$ cat config.mk
export PLATFORM = sky130hd
export DESIGN_NAME = deadlock_detector
export DESIGN_NICKNAME = d
export VERILOG_FILES = /design/src/rtl/ddet_pkg.sv /design/src/rtl/ddet_dp.sv /design/src/rtl/ddet_ctrl.sv /design/src/rtl/deadlock_detector.sv
export SDC_FILE = /design/constraint.sdc
export NUM_CORES = 2
export LEC_CHECK = 0
export BUFFER_PORTS_ARGS = -buffer_cell sky130_fd_sc_hd__buf_2
export CAP_MARGIN = 25
export CORE_ASPECT_RATIO = 0.8
export CORE_UTILIZATION = 55
export DETAILED_ROUTE_END_ITERATION = 16
export PLACE_DENSITY = 0.7
export SYNTH_ARGS = -nofsm -noshare
export SYNTH_HDL_FRONTEND = slang
export SYNTH_MEMORY_MAX_BITS = 65536
export SYNTH_SLANG_ARGS = --single-unit
$ cat constraint.sdc
create_clock -name clk -period 5.27 [get_ports clk]
set_input_delay 0.527 -clock clk [delete_from_list [all_inputs] [get_ports clk]]
set_output_delay 0.527 -clock clk [all_outputs]
set_load 0.005 [all_outputs]
$ cat src/rtl/ddet_pkg.sv
// ddet_pkg: shared types and constants of the deadlock detector
// holds word layouts, opcodes, sizes and the controller/datapath interface structs
// no dependencies
package ddet_pkg;

    localparam int MAX_PROCESSES = 16;
    localparam int MAX_RESOURCES = 8;
    localparam int PIDX_W        = 4;
    localparam int RIDX_W        = 3;
    localparam int ADDR_W        = PIDX_W + RIDX_W;
    localparam int AMT_W         = 16;
    localparam int WORK_W        = 21;
    localparam int PCNT_W        = 5;
    localparam int RCNT_W        = 4;
    localparam int CFG_IDX_W     = 1;
    localparam int CFG_DATA_W    = 5;

    localparam logic [1:0] OP_LOAD_ALLOC   = 2'd0;
    localparam logic [1:0] OP_LOAD_REQUEST = 2'd1;
    localparam logic [1:0] OP_LOAD_AVAIL   = 2'd2;
    localparam logic [1:0] OP_START        = 2'd3;

    localparam logic [CFG_IDX_W-1:0] CFG_PROCESS_COUNT  = 1'd0;
    localparam logic [CFG_IDX_W-1:0] CFG_RESOURCE_COUNT = 1'd1;

    typedef struct packed {
        logic [1:0]        opcode;
        logic [PIDX_W-1:0] process_index;
        logic [RIDX_W-1:0] resource_index;
        logic [AMT_W-1:0]  amount;
    } in_item_t;

    typedef struct packed {
        logic [PIDX_W-1:0] result_process;
        logic              is_deadlocked;
        logic              none_deadlocked;
        logic              last;
    } out_item_t;

    typedef struct packed {
        logic load;          // store the accepted load word
        logic init;          // seed work from available, clear marks and counters
        logic clr_r;
        logic inc_r;
        logic clr_p;
        logic inc_p;
        logic add_work;      // work[r] += alloc[p][r], saturating
        logic finish;        // mark process p finished and flag progress
        logic clr_progress;
        logic out_load;      // load result for process p into output register
    } ddet_cmd_t;

    typedef struct packed {
        logic marked;
        logic p_last;
        logic r_last;
        logic req_ok;
        logic progress;
        logic out_free;
    } ddet_status_t;

endpackage

$ cat src/rtl/ddet_dp.sv
// ddet_dp: datapath of the deadlock detector
// holds the matrix memories, available and work vectors, marks, counters and result register
// depends on ddet_pkg
module ddet_dp (
    input  logic                                 clk,
    input  logic                                 rst_n,
    input  ddet_pkg::in_item_t                   in_data,
    input  logic                                 cfg_valid,
    input  logic [ddet_pkg::CFG_IDX_W-1:0]       cfg_index,
    input  logic [ddet_pkg::CFG_DATA_W-1:0]      cfg_data,
    input  ddet_pkg::ddet_cmd_t                  cmd,
    output ddet_pkg::ddet_status_t               status,
    output logic                                 out_valid,
    input  logic                                 out_ready,
    output ddet_pkg::out_item_t                  out_data
);
    import ddet_pkg::*;

    logic [AMT_W-1:0]  alloc_mem   [MAX_PROCESSES*MAX_RESOURCES];
    logic [AMT_W-1:0]  request_mem [MAX_PROCESSES*MAX_RESOURCES];
    logic [AMT_W-1:0]  avail_reg   [MAX_RESOURCES];
    logic [WORK_W-1:0] work_reg    [MAX_RESOURCES];
    logic [MAX_PROCESSES-1:0] marks_reg;
    logic              progress_reg;
    logic [PIDX_W-1:0] p_reg;
    logic [RIDX_W-1:0] r_reg;
    logic [AMT_W-1:0]  alloc_q;
    logic [AMT_W-1:0]  request_q;
    logic [PCNT_W-1:0] pcount_reg;
    logic [RCNT_W-1:0] rcount_reg;
    logic              out_valid_reg;
    out_item_t         out_data_reg;

    logic [PIDX_W-1:0] pmax;
    logic [RIDX_W-1:0] rmax;
    logic [PCNT_W-1:0] pcount_m1;
    logic [RCNT_W-1:0] rcount_m1;
    logic [ADDR_W-1:0] waddr;
    logic [ADDR_W-1:0] raddr;
    logic [WORK_W:0]   work_sum;
    logic [WORK_W-1:0] work_next;
    logic              none_deadlocked;

    // configuration registers
    always_ff @(posedge clk or negedge rst_n)
    begin
        if (!rst_n)
        begin
            pcount_reg <= PCNT_W'(MAX_PROCESSES);
            rcount_reg <= RCNT_W'(MAX_RESOURCES);
        end
        else if (cfg_valid)
        begin
            unique case (cfg_index)
                CFG_PROCESS_COUNT:  pcount_reg <= cfg_data[PCNT_W-1:0];
                CFG_RESOURCE_COUNT: rcount_reg <= cfg_data[RCNT_W-1:0];
                default:            ;
            endcase
        end
    end

    // clamped counts, kept as highest index in use
    assign pcount_m1 = pcount_reg - PCNT_W'(1);
    assign rcount_m1 = rcount_reg - RCNT_W'(1);

    always_comb
    begin
        if (pcount_reg == '0)
            pmax = '0;
        else if (pcount_reg > PCNT_W'(MAX_PROCESSES))
            pmax = PIDX_W'(MAX_PROCESSES - 1);
        else
            pmax = pcount_m1[PIDX_W-1:0];

        if (rcount_reg == '0)
            rmax = '0;
        else if (rcount_reg > RCNT_W'(MAX_RESOURCES))
            rmax = RIDX_W'(MAX_RESOURCES - 1);
        else
            rmax = rcount_m1[RIDX_W-1:0];
    end

    // matrix memories: one write port for loads, one registered read port for the walk
    assign waddr = {in_data.process_index, in_data.resource_index};
    assign raddr = {p_reg, r_reg};

    always_ff @(posedge clk)
    begin
        if (cmd.load && in_data.opcode == OP_LOAD_ALLOC)
            alloc_mem[waddr] <= in_data.amount;
        if (cmd.load && in_data.opcode == OP_LOAD_REQUEST)
            request_mem[waddr] <= in_data.amount;
        alloc_q   <= alloc_mem[raddr];
        request_q <= request_mem[raddr];
    end

    always_ff @(posedge clk)
    begin
        if (cmd.load && in_data.opcode == OP_LOAD_AVAIL)
            avail_reg[in_data.resource_index] <= in_data.amount;
    end

    // saturating release into work
    assign work_sum  = {1'b0, work_reg[r_reg]} + (WORK_W+1)'(alloc_q);
    assign work_next = work_sum[WORK_W] ? {WORK_W{1'b1}} : work_sum[WORK_W-1:0];

    always_ff @(posedge clk or negedge rst_n)
    begin
        if (!rst_n)
        begin
            for (int i = 0; i < MAX_RESOURCES; i++)
                work_reg[i] <= '0;
        end
        else if (cmd.init)
        begin
            for (int i = 0; i < MAX_RESOURCES; i++)
                work_reg[i] <= (RIDX_W'(i) <= rmax) ? WORK_W'(avail_reg[i]) : '0;
        end
        else if (cmd.add_work)
        begin
            work_reg[r_reg] <= work_next;
        end
    end

    // marks, progress flag and walk counters
    always_ff @(posedge clk or negedge rst_n)
    begin
        if (!rst_n)
        begin
            marks_reg    <= '0;
            progress_reg <= 1'b0;
            p_reg        <= '0;
            r_reg        <= '0;
        end
        else
        begin
            if (cmd.init)
                marks_reg <= '0;
            else if (cmd.finish)
                marks_reg[p_reg] <= 1'b1;

            if (cmd.init || cmd.clr_progress)
                progress_reg <= 1'b0;
            else if (cmd.finish)
                progress_reg <= 1'b1;

            if (cmd.init || cmd.clr_p)
                p_reg <= '0;
            else if (cmd.inc_p)
                p_reg <= p_reg + PIDX_W'(1);

            if (cmd.init || cmd.clr_r)
                r_reg <= '0;
            else if (cmd.inc_r)
                r_reg <= r_reg + RIDX_W'(1);
        end
    end

    always_comb
    begin
        none_deadlocked = 1'b1;
        for (int i = 0; i < MAX_PROCESSES; i++)
            if (PIDX_W'(i) <= pmax && !marks_reg[i])
                none_deadlocked = 1'b0;
    end

    // result register
    always_ff @(posedge clk or negedge rst_n)
    begin
        if (!rst_n)
            out_valid_reg <= 1'b0;
        else if (cmd.out_load)
            out_valid_reg <= 1'b1;
        else if (out_ready)
            out_valid_reg <= 1'b0;
    end

    always_ff @(posedge clk)
    begin
        if (cmd.out_load)
        begin
            out_data_reg.result_process  <= p_reg;
            out_data_reg.is_deadlocked   <= ~marks_reg[p_reg];
            out_data_reg.none_deadlocked <= none_deadlocked;
            out_data_reg.last            <= (p_reg == pmax);
        end
    end

    assign out_valid = out_valid_reg;
    assign out_data  = out_data_reg;

    assign status.marked   = marks_reg[p_reg];
    assign status.p_last   = (p_reg == pmax);
    assign status.r_last   = (r_reg == rmax);
    assign status.req_ok   = (WORK_W'(request_q) <= work_reg[r_reg]);
    assign status.progress = progress_reg;
    assign status.out_free = ~out_valid_reg | out_ready;

endmodule

$ cat src/rtl/ddet_ctrl.sv
// ddet_ctrl: controller state machine of the deadlock detector
// sequences loads, detection passes and result output through command words
// depends on ddet_pkg
module ddet_ctrl (
    input  logic                   clk,
    input  logic                   rst_n,
    input  logic                   in_valid,
    output logic                   in_ready,
    input  logic [1:0]             opcode,
    input  ddet_pkg::ddet_status_t status,
    output ddet_pkg::ddet_cmd_t    cmd
);
    import ddet_pkg::*;

    localparam logic [3:0] ST_IDLE     = 4'd0;
    localparam logic [3:0] ST_INIT     = 4'd1;
    localparam logic [3:0] ST_SEL      = 4'd2;
    localparam logic [3:0] ST_RD_REQ   = 4'd3;
    localparam logic [3:0] ST_CMP_REQ  = 4'd4;
    localparam logic [3:0] ST_RD_ALLOC = 4'd5;
    localparam logic [3:0] ST_ADD      = 4'd6;
    localparam logic [3:0] ST_NEXT     = 4'd7;
    localparam logic [3:0] ST_OUT      = 4'd8;

    logic [3:0] state_reg;
    logic [3:0] state_next;

    always_ff @(posedge clk or negedge rst_n)
    begin
        if (!rst_n)
            state_reg <= ST_IDLE;
        else
            state_reg <= state_next;
    end

    assign in_ready = (state_reg == ST_IDLE);

    always_comb
    begin
        state_next = state_reg;
        cmd        = '0;
        unique case (state_reg)
            ST_IDLE:
            begin
                if (in_valid)
                begin
                    if (opcode == OP_START)
                        state_next = ST_INIT;
                    else
                        cmd.load = 1'b1;
                end
            end
            ST_INIT:
            begin
                cmd.init   = 1'b1;
                state_next = ST_SEL;
            end
            ST_SEL:
            begin
                state_next = status.marked ? ST_NEXT : ST_RD_REQ;
            end
            ST_RD_REQ:
            begin
                state_next = ST_CMP_REQ;
            end
            ST_CMP_REQ:
            begin
                if (!status.req_ok)
                    state_next = ST_NEXT;
                else if (status.r_last)
                begin
                    cmd.clr_r  = 1'b1;
                    state_next = ST_RD_ALLOC;
                end
                else
                begin
                    cmd.inc_r  = 1'b1;
                    state_next = ST_RD_REQ;
                end
            end
            ST_RD_ALLOC:
            begin
                state_next = ST_ADD;
            end
            ST_ADD:
            begin
                cmd.add_work = 1'b1;
                if (status.r_last)
                begin
                    cmd.finish = 1'b1;
                    state_next = ST_NEXT;
                end
                else
                begin
                    cmd.inc_r  = 1'b1;
                    state_next = ST_RD_ALLOC;
                end
            end
            ST_NEXT:
            begin
                cmd.clr_r = 1'b1;
                if (status.p_last)
                begin
                    cmd.clr_p = 1'b1;
                    if (status.progress)
                    begin
                        cmd.clr_progress = 1'b1;
                        state_next       = ST_SEL;
                    end
                    else
                        state_next = ST_OUT;
                end
                else
                begin
                    cmd.inc_p  = 1'b1;
                    state_next = ST_SEL;
                end
            end
            ST_OUT:
            begin
                if (status.out_free)
                begin
                    cmd.out_load = 1'b1;
                    if (status.p_last)
                        state_next = ST_IDLE;
                    else
                        cmd.inc_p = 1'b1;
                end
            end
            default:
            begin
                state_next = ST_IDLE;
            end
        endcase
    end

endmodule

$ cat src/rtl/deadlock_detector.sv
// deadlock_detector: load words are taken back to back while idle, no result
// start word: an init state, then per pass and process the select and next states, per request
//   compared read and compare, per allocation released read and add (one registered matrix
//   read each), then one result word per cycle per process in use while the output is taken
// async active-low reset: counts back to 16 processes and 8 resources, work and marks cleared,
//   matrix and available stores hold nothing defined until loaded
module deadlock_detector (
    input  logic                            clk,
    input  logic                            rst_n,
    input  logic                            in_valid,
    output logic                            in_ready,
    input  ddet_pkg::in_item_t              in_data,
    output logic                            out_valid,
    input  logic                            out_ready,
    output ddet_pkg::out_item_t             out_data,
    input  logic                            cfg_valid,
    output logic                            cfg_ready,
    input  logic [ddet_pkg::CFG_IDX_W-1:0]  cfg_index,
    input  logic [ddet_pkg::CFG_DATA_W-1:0] cfg_data
);
    import ddet_pkg::*;

    // command and status words between controller and datapath
    ddet_cmd_t    cmd;
    ddet_status_t status;

    // configuration writes are registered on acceptance, never stall
    assign cfg_ready = 1'b1;

    // controller: walks processes and resources one memory read at a time
    ddet_ctrl u_ctrl (
        .clk      (clk),
        .rst_n    (rst_n),
        .in_valid (in_valid),
        .in_ready (in_ready),
        .opcode   (in_data.opcode),
        .status   (status),
        .cmd      (cmd)
    );

    // datapath: matrix memories, work vector, finish marks and result register
    ddet_dp u_dp (
        .clk       (clk),
        .rst_n     (rst_n),
        .in_data   (in_data),
        .cfg_valid (cfg_valid),
        .cfg_index (cfg_index),
        .cfg_data  (cfg_data),
        .cmd       (cmd),
        .status    (status),
        .out_valid (out_valid),
        .out_ready (out_ready),
        .out_data  (out_data)
    );

    // a process is released at most once per detection
    a_finish_once: assert property (@(posedge clk) disable iff (!rst_n)
        cmd.finish |-> !status.marked)
        else $error("finished process released again");

    // a pending result word is never overwritten
    a_no_overwrite: assert property (@(posedge clk) disable iff (!rst_n)
        cmd.out_load |-> status.out_free)
        else $error("result register overwritten while pending");

    // global flag agrees with the per-process flag
    a_none_consistent: assert property (@(posedge clk) disable iff (!rst_n)
        (out_valid && out_data.none_deadlocked) |-> !out_data.is_deadlocked)
        else $error("none_deadlocked set on a deadlocked process");

endmodule

==> metrics.cfg <==
[drt]
drt_wl_total_mm=564.4
drc=0
drt_iter0_drc=20020
antenna_left=0
routedWlPerCell_um=37.01
via_per_inst=7.131
vias=108700
first_pass_iters=6

[synth]
yosys.area.top_type=edfxtp_1
synth_area_leaders=edfxtp_1, a22oi_1, dfrtp_1, a21oi_1, mux2i_1
synth_flop_cell=edfxtp_1
synth_nets=10490
synth-edff-count=4231
syn_area_um2=171100
synth_cells=10420
synthArstFlopShare=0.04610
yosysUniqueCellTypes=98
synth_top_area_frac=0.7425
ys_seq_area_frac=0.7764
syn_avg_cell_area_um2=16.43
synth_seq_cells=4469
yosys_warnings=0

[min_path]
hold_start=in_data[0]
hold_class=input pin to flop

[global_routing]
antenna_found_initial=33
met2_usage=0.5025
grt_use_met1=0.4965
grt_pass1_wl_mm=785.3
grt_max_degree=161
gr-max-usage-layer=met2
grtUsageTotal=0.3545
grt_use_met3=0.1181
grt_pass1_vias=103400
gr-total-overflow=0

[critical_path]
r2r-end=u_dp.work_reg[125]
r2r.worst_path.cells=13
reg2reg_from=u_dp.r_reg[1]
startpoint=u_dp.r_reg[1]
worstPathMaxFanout=28
crit_end=u_dp.work_reg[125]
rrSetupSlack_ps=340
arrival_ps=5710
required_ps=6060
startpoint_type=flop
path_class=flop to flop
cp-end-kind=flop

[final_layout]
seqCellArea_um2=132900
layout_commonest_cell=edfxtp_1
layout_common_cells=edfxtp_1, a21oi_1, a22oi_1, nor2_1, buf_4
layout-drive-gt1-share=0.1429
fillers=21600
nNetsFinal=10840
utilization=0.6264
multi_input_area_um2=35100
area_delta_synth_final_pct=12.87

[floorplanning]
die_height_um=500.9
io_pins=46
rows=182
fp.dieArea_um2=313400
start_util=0.5549
core_region_area_um2=308300
die_w_um=625.6

[cts]
cts_sinks=4469
numCtsBuffers=406
post_cts_buffers=0
clock_latency_ps=980
clk_pin_slew_ps=70
clockBufferDepth=4
cts_tree=built
root_buffer=clkbuf_16
htreeDepth=5
cts_hold_buf=16
ctsResizeCount=0

[pwr]
ir_drop_uv=404.7
power_density_nw_per_um2=483.7
p_leak_nw=60.66

[run]
maxCapViolCount=0

[sta]
setup_viol=0
fmax_mhz=203.0
hold_violations=0
finalSetupTns_ps=0
worstMarginPinSlew_ps=1227
finalCritPeriodShare=0.9345
final.min_clock_period_ps=4925
relSlewSlack=0.1799
grt_setup_unrepaired=false
skew_ps=93.30
slew_violations=0

[place]
port_buffers=44
dp_hpwl_mm=317.9
place.gp.congestion=0.9443

[outcome]
outcome=complete, no violations

[cells in the mapped netlist (66+ instances only)]
cell type and n:
a32oi_1 104, dfrtp_1 204, o2111ai_1 186, nand2_1 394, o211ai_1 74, a21oi_1 855
edfxtp_1 4231, buf_2 224, buf_4 66, mux4_2 71, mux2_2 111, a22o_1 120
buf_1 112, a22oi_1 819, clkbuf_1 321, nor2_1 631, mux2i_1 389, a221oi_1 144
nand3_1 206, o21ai_0 464
[area by class of cell]
cell class / count / share of cell area
diodes: 15 / 0.0001944
clock buffers: 513 / 0.05639
clock inverters: 230 / 0.01213
inverters: 40 / 0.0008940
multi-input cells: 5171 / 0.1817
flip-flops and latches: 4469 / 0.6880
well taps: 4140 / 0.02682
repair buffers: 671 / 0.03387
[report_power, final]
part | switching (mW) | leakage, nW | internal, mW
combinational | 16.7 | 13.3 | 6.45
clock | 13.0 | 6.46 | 16.8
sequential | 0.860 | 40.9 | 39.5
[per-stage QoR]
step | instances | power, mW | setup slack [ps] | hold WS, ps | area, µm²
6_report | 15250 | 93.43 | 345.0 | 54.94 | 193100
5_1_grt | 15240 | 95.24 | 217.0 | 48.58 | 193100
4_1_cts | 15210 | 92.25 | 465.3 | 18.52 | 192700
3_5_place_dp | 14450 | 63.03 | 458.2 | 446.5 | 179300
3_3_place_gp | 14420 | 62.67 | 582.6 | 444.0 | 178900
2_1_floorplan | 10420 | 51.97 | 978.6 | 231.4 | 171100
[how the worst min path moves through the flow]
stage | endpoint | slack, ps | cells after the start
finish | u_dp.request_mem[10][0] | 50 | 1
global route | u_dp.request_mem[64][11] | 50 | 1
CTS | u_dp.pcount_reg[1] | 20 | 4
detailed placement | u_dp.work_reg[108] | 450 | 2
global placement | u_dp.work_reg[32] | 440 | 2
floorplan | u_ctrl.state_reg[0] | 230 | 0
[critical path, cell delays in order (launching register included)]
cell and delay [ps]:
dfrtp_4 720, and3_4 780, a22oi_1 200, nand4_1 230, ha_1 240, inv_1 70, fa_1 420, nor2b_1 160
o31a_1 220, o21ai_0 230, a31oi_1 450, nand2_1 220, o41ai_2 610, o21ai_0 180
[kinds of logic after synthesis]
kind of cell	synth area share
muxes	0.03978
AOI/OAI and AO/OA	0.1239
buffers and inverters	0.02068
other	0.00002192
adders and majority gates	0.003203
DFF	0.7764
and+or+nand+nor	0.03528
xor gates and xnor gates	0.0007678
[routing by layer]
| layer | wire [µm] | part of all wire |
|---|---|---|
| met1 | 201700 | 0.36 |
| met2 | 239800 | 0.42 |
| met3 | 92000 | 0.16 |
| met4 | 30630 | 0.054 |
| met5 | 371 | 0.00066 |
(Power assumes the default switching activity.)
